### src/design/dda_line_stepper_macros.svh
// ----------------------------------------------------------------------------
// dda_line_stepper_macros
// assertion helpers for the line stepper
// ----------------------------------------------------------------------------
`ifndef DDA_LINE_STEPPER_MACROS_SVH
`define DDA_LINE_STEPPER_MACROS_SVH

// same-cycle implication, checked out of reset
`define DDA_ASSERT_NOW(label, clk, rst, ante, cons, msg) \
  label: assert property (@(posedge clk) disable iff (rst) (ante) |-> (cons)) \
    else $error(msg);

// next-cycle implication, checked out of reset
`define DDA_ASSERT_NEXT(label, clk, rst, ante, cons, msg) \
  label: assert property (@(posedge clk) disable iff (rst) (ante) |=> (cons)) \
    else $error(msg);

`endif

### src/design/dda_pkg.sv
// ----------------------------------------------------------------------------
// dda_pkg
// shared constants, state encoding and control structs of the line stepper
// ----------------------------------------------------------------------------
package dda_pkg;

  localparam int COORD_BITS_DEF = 12;
  localparam int FRAC_BITS_DEF  = 16;

  // item mode codes
  localparam logic MODE_START = 1'b0;
  localparam logic MODE_STEP  = 1'b1;

  typedef enum logic [2:0] {
    ST_IDLE,
    ST_SETUP,
    ST_PREP,
    ST_DIV,
    ST_EMIT
  } state_t;

  // controller to datapath
  typedef struct packed {
    logic capture;   // start word taken
    logic step;      // step word taken
    logic setup;     // magnitudes and step count
    logic prep;      // load dividers
    logic div_step;  // one quotient bit
    logic emit;      // publish start point, arm line
  } cmd_t;

  // datapath to controller
  typedef struct packed {
    logic out_valid;
    logic zero_len;
  } sts_t;

endpackage

### src/design/dda_ifs.sv
// ----------------------------------------------------------------------------
// dda_in_if / dda_out_if
// valid/ready channels carrying line commands and emitted points
// ----------------------------------------------------------------------------
interface dda_in_if import dda_pkg::*; #(
  parameter int COORD_BITS = COORD_BITS_DEF
) ();
  logic                         valid;
  logic                         ready;
  logic                         mode;
  logic signed [COORD_BITS-1:0] x_start;
  logic signed [COORD_BITS-1:0] y_start;
  logic signed [COORD_BITS-1:0] x_end;
  logic signed [COORD_BITS-1:0] y_end;
  logic signed [COORD_BITS-1:0] depth_first;
  logic signed [COORD_BITS-1:0] depth_rest;

  modport source (
    output valid, mode, x_start, y_start, x_end, y_end, depth_first, depth_rest,
    input  ready
  );
  modport sink (
    input  valid, mode, x_start, y_start, x_end, y_end, depth_first, depth_rest,
    output ready
  );
endinterface

interface dda_out_if import dda_pkg::*; #(
  parameter int COORD_BITS = COORD_BITS_DEF
) ();
  logic                         valid;
  logic                         ready;
  logic signed [COORD_BITS-1:0] point_x;
  logic signed [COORD_BITS-1:0] point_y;
  logic signed [COORD_BITS-1:0] point_z;
  logic                         point_valid;
  logic                         last_point;

  modport source (
    output valid, point_x, point_y, point_z, point_valid, last_point,
    input  ready
  );
  modport sink (
    input  valid, point_x, point_y, point_z, point_valid, last_point,
    output ready
  );
endinterface

### src/design/dda_ctrl.sv
// ----------------------------------------------------------------------------
// dda_ctrl
// sequencer for line setup and the increment division
// ----------------------------------------------------------------------------
module dda_ctrl import dda_pkg::*; #(
  parameter int FRAC_BITS = FRAC_BITS_DEF
) (
  input  logic clk,
  input  logic rst,
  input  logic in_valid,
  input  logic in_mode,
  output logic in_ready,
  input  logic out_ready,
  input  sts_t sts,
  output cmd_t cmd
);

  localparam int CNT_W = $clog2(FRAC_BITS + 1);
  localparam logic [CNT_W-1:0] CNT_LAST = CNT_W'(FRAC_BITS);

  state_t           state, state_next;
  logic [CNT_W-1:0] div_cnt;
  logic             accept;

  assign in_ready = (state == ST_IDLE) && (!sts.out_valid || out_ready);
  assign accept   = in_valid && in_ready;

  always_comb begin
    state_next = state;
    unique case (state)
      ST_IDLE:  if (accept && in_mode == MODE_START) state_next = ST_SETUP;
      ST_SETUP: state_next = ST_PREP;
      ST_PREP:  state_next = sts.zero_len ? ST_EMIT : ST_DIV;
      ST_DIV:   if (div_cnt == CNT_LAST) state_next = ST_EMIT;
      ST_EMIT:  state_next = ST_IDLE;
      default:  state_next = ST_IDLE;
    endcase
  end

  always_comb begin
    cmd = '0;
    unique case (state)
      ST_IDLE: begin
        cmd.capture = accept && (in_mode == MODE_START);
        cmd.step    = accept && (in_mode == MODE_STEP);
      end
      ST_SETUP: cmd.setup    = 1'b1;
      ST_PREP:  cmd.prep     = 1'b1;
      ST_DIV:   cmd.div_step = 1'b1;
      ST_EMIT:  cmd.emit     = 1'b1;
      default:  cmd = '0;
    endcase
  end

  always_ff @(posedge clk) begin
    if (rst) begin
      state   <= ST_IDLE;
      div_cnt <= '0;
    end else begin
      state <= state_next;
      if (state == ST_PREP) begin
        div_cnt <= '0;
      end else if (state == ST_DIV) begin
        div_cnt <= div_cnt + 1'b1;
      end
    end
  end

endmodule

### src/design/dda_datapath.sv
// ----------------------------------------------------------------------------
// dda_datapath
// line setup, two restoring dividers, accumulators and the output register
// ----------------------------------------------------------------------------
module dda_datapath import dda_pkg::*; #(
  parameter int COORD_BITS = COORD_BITS_DEF,
  parameter int FRAC_BITS  = FRAC_BITS_DEF
) (
  input  logic                         clk,
  input  logic                         rst,
  input  cmd_t                         cmd,
  output sts_t                         sts,
  input  logic signed [COORD_BITS-1:0] x_start,
  input  logic signed [COORD_BITS-1:0] y_start,
  input  logic signed [COORD_BITS-1:0] x_end,
  input  logic signed [COORD_BITS-1:0] y_end,
  input  logic signed [COORD_BITS-1:0] depth_first,
  input  logic signed [COORD_BITS-1:0] depth_rest,
  input  logic                         out_ready,
  output logic                         out_valid,
  output logic signed [COORD_BITS-1:0] point_x,
  output logic signed [COORD_BITS-1:0] point_y,
  output logic signed [COORD_BITS-1:0] point_z,
  output logic                         point_valid,
  output logic                         last_point
);

  localparam int CW = COORD_BITS;
  localparam int F  = FRAC_BITS;
  localparam int DW = CW + 1;       // differences, magnitudes, step count
  localparam int NW = CW + F + 2;   // scaled dividend
  localparam int QW = F + 1;        // quotient, at most 1.0
  localparam int SW = F + 2;        // signed increment
  localparam int AW = CW + F + 1;   // accumulator
  localparam logic signed [AW:0] HALF = (AW+1)'(1) <<< (F - 1);

  // captured start word
  logic signed [CW-1:0] xs, ys, depth0, later_depth;
  logic signed [DW-1:0] dx, dy;
  // setup results
  logic [DW-1:0] mag_x, mag_y, steps;
  logic          neg_x, neg_y;
  // dividers
  logic [DW-1:0] rem_x, rem_y;
  logic [QW-1:0] q_x, q_y;
  // line state
  logic signed [SW-1:0] x_step, y_step;
  logic signed [AW-1:0] x_accum, y_accum;
  logic [DW-1:0]        steps_left;
  logic                 line_busy;

  logic [DW-1:0]        ax, ay;
  logic [NW-1:0]        num_x, num_y;
  logic [DW:0]          trial_x, trial_y;
  logic                 ge_x, ge_y;
  logic signed [AW-1:0] x_sum, y_sum;
  logic signed [AW:0]   x_rnd, y_rnd;

  assign ax = dx[DW-1] ? DW'(-dx) : DW'(dx);
  assign ay = dy[DW-1] ? DW'(-dy) : DW'(dy);

  // scaled magnitude plus half of the divisor, rounds the quotient to nearest
  assign num_x = {1'b0, mag_x, {F{1'b0}}} + NW'(steps >> 1);
  assign num_y = {1'b0, mag_y, {F{1'b0}}} + NW'(steps >> 1);

  assign trial_x = {rem_x, q_x[QW-1]};
  assign trial_y = {rem_y, q_y[QW-1]};
  assign ge_x    = trial_x >= {1'b0, steps};
  assign ge_y    = trial_y >= {1'b0, steps};

  // next position and its rounding, ties away from zero
  assign x_sum = x_accum + AW'(x_step);
  assign y_sum = y_accum + AW'(y_step);
  assign x_rnd = (AW+1)'(x_sum) + HALF - (AW+1)'(x_sum[AW-1]);
  assign y_rnd = (AW+1)'(y_sum) + HALF - (AW+1)'(y_sum[AW-1]);

  assign sts.out_valid = out_valid;
  assign sts.zero_len  = (steps == '0);

  always_ff @(posedge clk) begin
    if (cmd.capture) begin
      xs          <= x_start;
      ys          <= y_start;
      dx          <= DW'(x_end) - DW'(x_start);
      dy          <= DW'(y_end) - DW'(y_start);
      depth0      <= depth_first;
      later_depth <= depth_rest;
    end
    if (cmd.setup) begin
      mag_x <= ax;
      mag_y <= ay;
      neg_x <= dx[DW-1];
      neg_y <= dy[DW-1];
      steps <= (ax > ay) ? ax : ay;
    end
    if (cmd.prep) begin
      rem_x <= num_x[NW-1:QW];
      rem_y <= num_y[NW-1:QW];
      q_x   <= num_x[QW-1:0];
      q_y   <= num_y[QW-1:0];
    end
    if (cmd.div_step) begin
      rem_x <= ge_x ? DW'(trial_x - {1'b0, steps}) : trial_x[DW-1:0];
      rem_y <= ge_y ? DW'(trial_y - {1'b0, steps}) : trial_y[DW-1:0];
      q_x   <= {q_x[QW-2:0], ge_x};
      q_y   <= {q_y[QW-2:0], ge_y};
    end
    if (cmd.emit) begin
      x_step      <= neg_x ? -$signed({1'b0, q_x}) : $signed({1'b0, q_x});
      y_step      <= neg_y ? -$signed({1'b0, q_y}) : $signed({1'b0, q_y});
      x_accum     <= AW'(xs) <<< F;
      y_accum     <= AW'(ys) <<< F;
      point_x     <= xs;
      point_y     <= ys;
      point_z     <= depth0;
      point_valid <= 1'b1;
      last_point  <= (steps == '0);
    end
    if (cmd.step) begin
      if (line_busy) begin
        x_accum     <= x_sum;
        y_accum     <= y_sum;
        point_x     <= x_rnd[F+CW-1:F];
        point_y     <= y_rnd[F+CW-1:F];
        point_z     <= later_depth;
        point_valid <= 1'b1;
        last_point  <= (steps_left == DW'(1));
      end else begin
        point_x     <= '0;
        point_y     <= '0;
        point_z     <= '0;
        point_valid <= 1'b0;
        last_point  <= 1'b0;
      end
    end
  end

  // control state
  always_ff @(posedge clk) begin
    if (rst) begin
      out_valid  <= 1'b0;
      line_busy  <= 1'b0;
      steps_left <= '0;
    end else begin
      if (cmd.emit || cmd.step) begin
        out_valid <= 1'b1;
      end else if (out_ready) begin
        out_valid <= 1'b0;
      end
      if (cmd.emit) begin
        steps_left <= steps;
        line_busy  <= (steps != '0);
      end else if (cmd.step && line_busy) begin
        steps_left <= steps_left - 1'b1;
        if (steps_left == DW'(1)) begin
          line_busy <= 1'b0;
        end
      end
    end
  end

endmodule

### src/design/dda_line_stepper.sv
// ----------------------------------------------------------------------------
// dda_line_stepper
// dda line stepper: start a line from two endpoints, then step along it
// ----------------------------------------------------------------------------
// usage
//   item  : command words; mode start carries both endpoints and two depths,
//           mode step asks for the next point of the current line
//   point : one word per command; start gives the start point with
//           depth_first, each step the next rounded point with depth_rest,
//           last_point marks the end; a step with no line gives point_valid 0
// timing
//   step word  : the point is registered on the accepting edge;
//                steps sustain one word per cycle while points are taken
//   start word : two restoring dividers form the per-step increments one
//                quotient bit per cycle; item ready stays low while the
//                line is set up; a zero-length line skips the division
// reset
//   synchronous rst returns to idle with no line armed and no point pending
// stalls
//   the output register holds a point until taken; a new word is taken in the
//   same cycle that the pending point drains
// ----------------------------------------------------------------------------
`include "dda_line_stepper_macros.svh"

module dda_line_stepper import dda_pkg::*; #(
  parameter int COORD_BITS = COORD_BITS_DEF,
  parameter int FRAC_BITS  = FRAC_BITS_DEF
) (
  input logic      clk,
  input logic      rst,
  dda_in_if.sink   item,
  dda_out_if.source point
);

  cmd_t cmd;
  sts_t sts;

  // handshake terms for the checks below
  logic slot_free, start_take, step_take, setup_busy, no_take;

  // sequencer: accept gating and the division count
  dda_ctrl #(
    .FRAC_BITS (FRAC_BITS)
  ) u_ctrl (
    .clk       (clk),
    .rst       (rst),
    .in_valid  (item.valid),
    .in_mode   (item.mode),
    .in_ready  (item.ready),
    .out_ready (point.ready),
    .sts       (sts),
    .cmd       (cmd)
  );

  // arithmetic and the output register
  dda_datapath #(
    .COORD_BITS (COORD_BITS),
    .FRAC_BITS  (FRAC_BITS)
  ) u_dp (
    .clk         (clk),
    .rst         (rst),
    .cmd         (cmd),
    .sts         (sts),
    .x_start     (item.x_start),
    .y_start     (item.y_start),
    .x_end       (item.x_end),
    .y_end       (item.y_end),
    .depth_first (item.depth_first),
    .depth_rest  (item.depth_rest),
    .out_ready   (point.ready),
    .out_valid   (point.valid),
    .point_x     (point.point_x),
    .point_y     (point.point_y),
    .point_z     (point.point_z),
    .point_valid (point.point_valid),
    .last_point  (point.last_point)
  );

  assign slot_free  = !point.valid || point.ready;
  assign start_take = item.valid && item.ready && (item.mode == MODE_START);
  assign step_take  = item.valid && item.ready && (item.mode == MODE_STEP);
  assign setup_busy = cmd.setup || cmd.prep || cmd.div_step;
  assign no_take    = !item.ready && !cmd.step;

  // a word is only taken when the output slot is free or draining
  `DDA_ASSERT_NOW(a_ready_slot, clk, rst, item.ready, slot_free, "ready with a stalled point")
  // a start word never shows its point before the division finishes
  `DDA_ASSERT_NEXT(a_start_waits, clk, rst, start_take, !point.valid, "start point too early")
  // a step word answers on the next cycle
  `DDA_ASSERT_NEXT(a_step_answers, clk, rst, step_take, point.valid, "step word without a point")
  // no line activity while a start is being set up
  `DDA_ASSERT_NOW(a_setup_quiet, clk, rst, setup_busy, no_take, "word taken during setup")

endmodule

### src/flat_wrapper.sv
// flat-port wrapper written by rule: the top's interface ports become plain ports
module dda_line_stepper_flat import dda_pkg::*;
#(
  parameter int COORD_BITS = COORD_BITS_DEF,
  parameter int FRAC_BITS  = FRAC_BITS_DEF
)
  (clk, rst, item_valid, item_mode, item_x_start, item_y_start, item_x_end, item_y_end, item_depth_first, item_depth_rest, item_ready, point_valid, point_point_x, point_point_y, point_point_z, point_point_valid, point_last_point, point_ready);
  dda_in_if #(.COORD_BITS(COORD_BITS)) item_i ();
  dda_out_if #(.COORD_BITS(COORD_BITS)) point_i ();
  input logic clk;
  input logic rst;
  input wire logic [$bits(item_i.valid)-1:0] item_valid;
  input wire logic [$bits(item_i.mode)-1:0] item_mode;
  input wire logic [$bits(item_i.x_start)-1:0] item_x_start;
  input wire logic [$bits(item_i.y_start)-1:0] item_y_start;
  input wire logic [$bits(item_i.x_end)-1:0] item_x_end;
  input wire logic [$bits(item_i.y_end)-1:0] item_y_end;
  input wire logic [$bits(item_i.depth_first)-1:0] item_depth_first;
  input wire logic [$bits(item_i.depth_rest)-1:0] item_depth_rest;
  output wire logic [$bits(item_i.ready)-1:0] item_ready;
  output wire logic [$bits(point_i.valid)-1:0] point_valid;
  output wire logic [$bits(point_i.point_x)-1:0] point_point_x;
  output wire logic [$bits(point_i.point_y)-1:0] point_point_y;
  output wire logic [$bits(point_i.point_z)-1:0] point_point_z;
  output wire logic [$bits(point_i.point_valid)-1:0] point_point_valid;
  output wire logic [$bits(point_i.last_point)-1:0] point_last_point;
  input wire logic [$bits(point_i.ready)-1:0] point_ready;
  assign item_i.valid = item_valid;
  assign item_i.mode = item_mode;
  assign item_i.x_start = item_x_start;
  assign item_i.y_start = item_y_start;
  assign item_i.x_end = item_x_end;
  assign item_i.y_end = item_y_end;
  assign item_i.depth_first = item_depth_first;
  assign item_i.depth_rest = item_depth_rest;
  assign item_ready = item_i.ready;
  assign point_valid = point_i.valid;
  assign point_point_x = point_i.point_x;
  assign point_point_y = point_i.point_y;
  assign point_point_z = point_i.point_z;
  assign point_point_valid = point_i.point_valid;
  assign point_last_point = point_i.last_point;
  assign point_i.ready = point_ready;
  dda_line_stepper #(.COORD_BITS(COORD_BITS), .FRAC_BITS(FRAC_BITS)) u_core (.clk(clk), .rst(rst), .item(item_i), .point(point_i));
endmodule
### config.mk
export PLATFORM = sky130hd
export DESIGN_NAME = dda_line_stepper_flat
export DESIGN_NICKNAME = d
export VERILOG_FILES = /design/src/design/dda_pkg.sv /design/src/design/dda_ifs.sv /design/src/design/dda_ctrl.sv /design/src/design/dda_datapath.sv /design/src/design/dda_line_stepper.sv /design/src/flat_wrapper.sv
export VERILOG_INCLUDE_DIRS = /design/src /design/src/design
export SDC_FILE = /design/constraint.sdc
export NUM_CORES = 1
export LEC_CHECK = 0
export BUFFER_PORTS_ARGS = -buffer_cell sky130_fd_sc_hd__buf_2
export CORE_UTILIZATION = 50
export CTS_CLUSTER_SIZE = 25
export DETAILED_ROUTE_END_ITERATION = 7
export GPL_TIMING_DRIVEN = 1
export PLACE_DENSITY = 0.67
export REMOVE_ABC_BUFFERS = 1
export SLEW_MARGIN = 30
export SYNTH_ARGS = -nofsm -noshare
export SYNTH_HDL_FRONTEND = slang
export SYNTH_SLANG_ARGS = --single-unit
### constraint.sdc
create_clock -name clk -period 6.6 [get_ports clk]
set_input_delay 0.99 -clock clk [delete_from_list [all_inputs] [get_ports clk]]
set_output_delay 0.99 -clock clk [all_outputs]
set_load 0.01 [all_outputs]
==> results.cfg <==
[global_route]
grt_usage = 0.253
grt.overflow.total = 0
grt_max_degree = 70
grt_pass1_vias = 15637
grt_pass1_wl_um = 81900
antenna_found_initial = 1

[layout]
final_nets = 2515
drive_above_1_share = 0.102
n_antenna_cell = 0
regArea_um2 = 9100
fin_area_um2 = 22900
fill_cells = 3487
multi_input_area_um2 = 10600
area_growth_pct = 11.7
fin_util = 0.571

[synthesis]
synth_common_cells = nand2_1 (309), edfxtp_1 (249), ha_1 (177)
yosysUniqueCellTypes = 75
seq_area_frac_synth = 0.445
synth_cells = 2145
synthArstFlopShare = 0
postSynthAreaPerCell_um2 = 9.54
ys_top_cells_by_area = edfxtp_1 (37%), ha_1 (11%), dfxtp_1 (7.9%)
synth_largest_area_cell = edfxtp_1
synthAdderAreaFrac = 0.114
synth-compound-area-share = 0.160
synth-simple-area-share = 0.157
ys_ff_latch = 330
synth_top_family_by_area = compound AO/OA/AOI/OAI gates
synth.most_common_cell = nand2_1
synth-edff-count = 249
synth_top_area_frac = 0.365
synth-xor-area-share = 0.0659
netlist_area_um2 = 20500
synthFlopType = edfxtp_1
yosys_warnings = 0
synth_mux_area_frac = 0.0179

[clock_tree]
holdBufCountCts = 0
cts_sinks = 330
cts_resized = 0
cts_setup_buffers = 0
clock_latency_ps = 570
cts_buffer_depth = 3
cts.htree.levels = 2
clkTransAtPathRegs_ps = 60
numCtsBuffers = 39
cts_tree = built
root_buffer = clkbuf_16

[timing]
layout_setup_ws_ps = 1230
slew_headroom = 0.350
fin_skew_ps = 29.1
finalCritPeriodShare = 0.814
period_needed_ps = 5370
setup_viol_count_final = 0
fmaxAchievable_ghz = 0.186
rsz0062_at_grt = no
tightest_slew_ps = 975
fin_setup_tns_ps = 0
hold_violations = 0
slew_violations = 0

[drt]
final_antenna_net_count = 0
viasPerCell = 5.76
vias = 16185
drc = 0
wl_um = 52600
drt-initial-drc-count = 1295
wl_per_cell_um = 18.7
drt-pass1-iter-count = 5

[floorplanning]
dieArea_um2 = 41700
die_y_um = 204
ioPinCount = 117
start_util = 0.511
coreArea_um2 = 40000
die_width_um = 204
core.rowCount = 73

[place]
preCtsSetupSlack_ps = 1290
numPortBuffers = 116
gp_congestion = 0.940
dpl_cell_area_um2 = 21600
hpwl_um = 38300

[status]
outcome = complete, no violations

[power]
leakage_uw = 0.00996
ir_drop_mv = 0.311
powerDensity_nw_per_um2 = 479

[critical_path]
worstPathRequired_ps = 6860
start_kind = flop
crit_chain = ha_1 -> fa_1 -> a21oi_2 -> o21ai_1 -> a221o_2 -> a21o_1 -> a21oi_1 -> xor2_1 -> ha_1 -> a21o_1 -> a21o_1 -> a21oi_1 -> nor2b_1 -> o21ai_0 -> nand2b_1 -> a2111oi_0 -> o21ai_0 -> o2111ai_1 -> a21oi_1 -> mux2i_1 -> o311ai_0
slowest_stage = a2111oi_0
slowest_delay_ps = 650
crit_path_max_fanout = 5
crit_type = flop to flop
cp.arrival_ps = 5630
cp-end-kind = flop

[worst_hold_path]
hold_class = flop to flop

[job]
max-cap-violations = 0
-- critical path, delay by kind of cell (launching register included) --
family | cells | cell delay, ps
compound gates | 14 | 3200
mux | 1 | 150
xor+xnor | 1 | 240
simple gates | 2 | 120
flops | 1 | 370
fa+ha+maj | 3 | 1000
-- where the power goes --
part | total, µW | switching, µW | internal (µW)
Clock | 2070 | 879 | 1190
Combinational | 5670 | 3350 | 2320
Sequential | 3200 | 345 | 2850
Total | 10900 | 4580 | 6360
-- through the flow --
stage	cells	total power, µW	hold WS [ps]
2_1_floorplan	2084	7460	432
3_3_place_gp	2738	8720	446
3_5_place_dp	2739	8820	451
4_1_cts	2809	10900	458
5_1_grt	2809	11800	486
6_report	2809	10900	459
-- registers in the layout (all words and copies together) (netlist names), 13 cells and up --
register	count
u_core.u_dp.x_accum	29
u_core.u_dp.y_accum	29
u_core.u_dp.x_step	18
u_core.u_dp.y_step	18
u_core.u_dp.q_x	17
u_core.u_dp.q_y	17
u_core.u_dp.dx	13
u_core.u_dp.dy	13
u_core.u_dp.mag_x	13
u_core.u_dp.mag_y	13
u_core.u_dp.rem_x	13
u_core.u_dp.rem_y	13
u_core.u_dp.steps	13
u_core.u_dp.steps_left	13
-- logic make-up (layout without fill, tap and decap cells) --
family	count (synthesis)	count (layout)
simple gates	701	701
mux	35	35
flops	330	330
compound gates	519	519
buf+inv	223	362
fa+ha+maj	183	183
xor+xnor	154	154
-- metal layers --
layer  vias to the layer above  routed length (µm)  track usage
met5                         -                   0            0
met4                         0                1940        0.102
met3                       111                3560       0.0489
met2                       521               24800        0.426
met1                      7613               22300        0.317
li1                       7940                   -            -
-- worst paths after layout --
check | slack, ps | depth (start not counted) | to | startpoint
worst max-delay path | 1230 | 21 | u_core.u_dp.point_x[9] | u_core.u_dp.x_step[0]
worst min-delay path | 460 | 2 | u_core.u_dp.steps_left[8] | u_core.u_dp.steps_left[8]
worst max register to register | 1230 | 21 | u_core.u_dp.point_x[9] | u_core.u_dp.x_step[0]
worst min register to register | 460 | 2 | u_core.u_dp.steps_left[8] | u_core.u_dp.steps_left[8]
-- layout make-up --
type / count / area share
clock buffers: 52 / 0.0471
clock inverters: 18 / 0.00608
inverters: 162 / 0.0266
multi-input cells: 1592 / 0.463
flip-flops and latches: 330 / 0.398
well taps: 525 / 0.0287
repair buffers: 130 / 0.0309
-- cells in the final DEF, fill, tap and decap left out, types with 24 or more instances in the layout --
| cell type | n |
|---|---|
| a21o_1 | 63 |
| a21oi_1 | 121 |
| a31oi_1 | 29 |
| and3_1 | 32 |
| buf_2 | 116 |
| clkbuf_16 | 40 |
| dfxtp_1 | 81 |
| edfxtp_1 | 249 |
| ha_1 | 177 |
| inv_1 | 160 |
| nand2_1 | 305 |
| nand2b_1 | 33 |
| nand3_1 | 75 |
| nand4_1 | 24 |
| nor2_1 | 126 |
| nor2b_1 | 28 |
| o21ai_0 | 154 |
| xnor2_1 | 104 |
| xor2_1 | 50 |
Power figures use the tool's default switching activity.
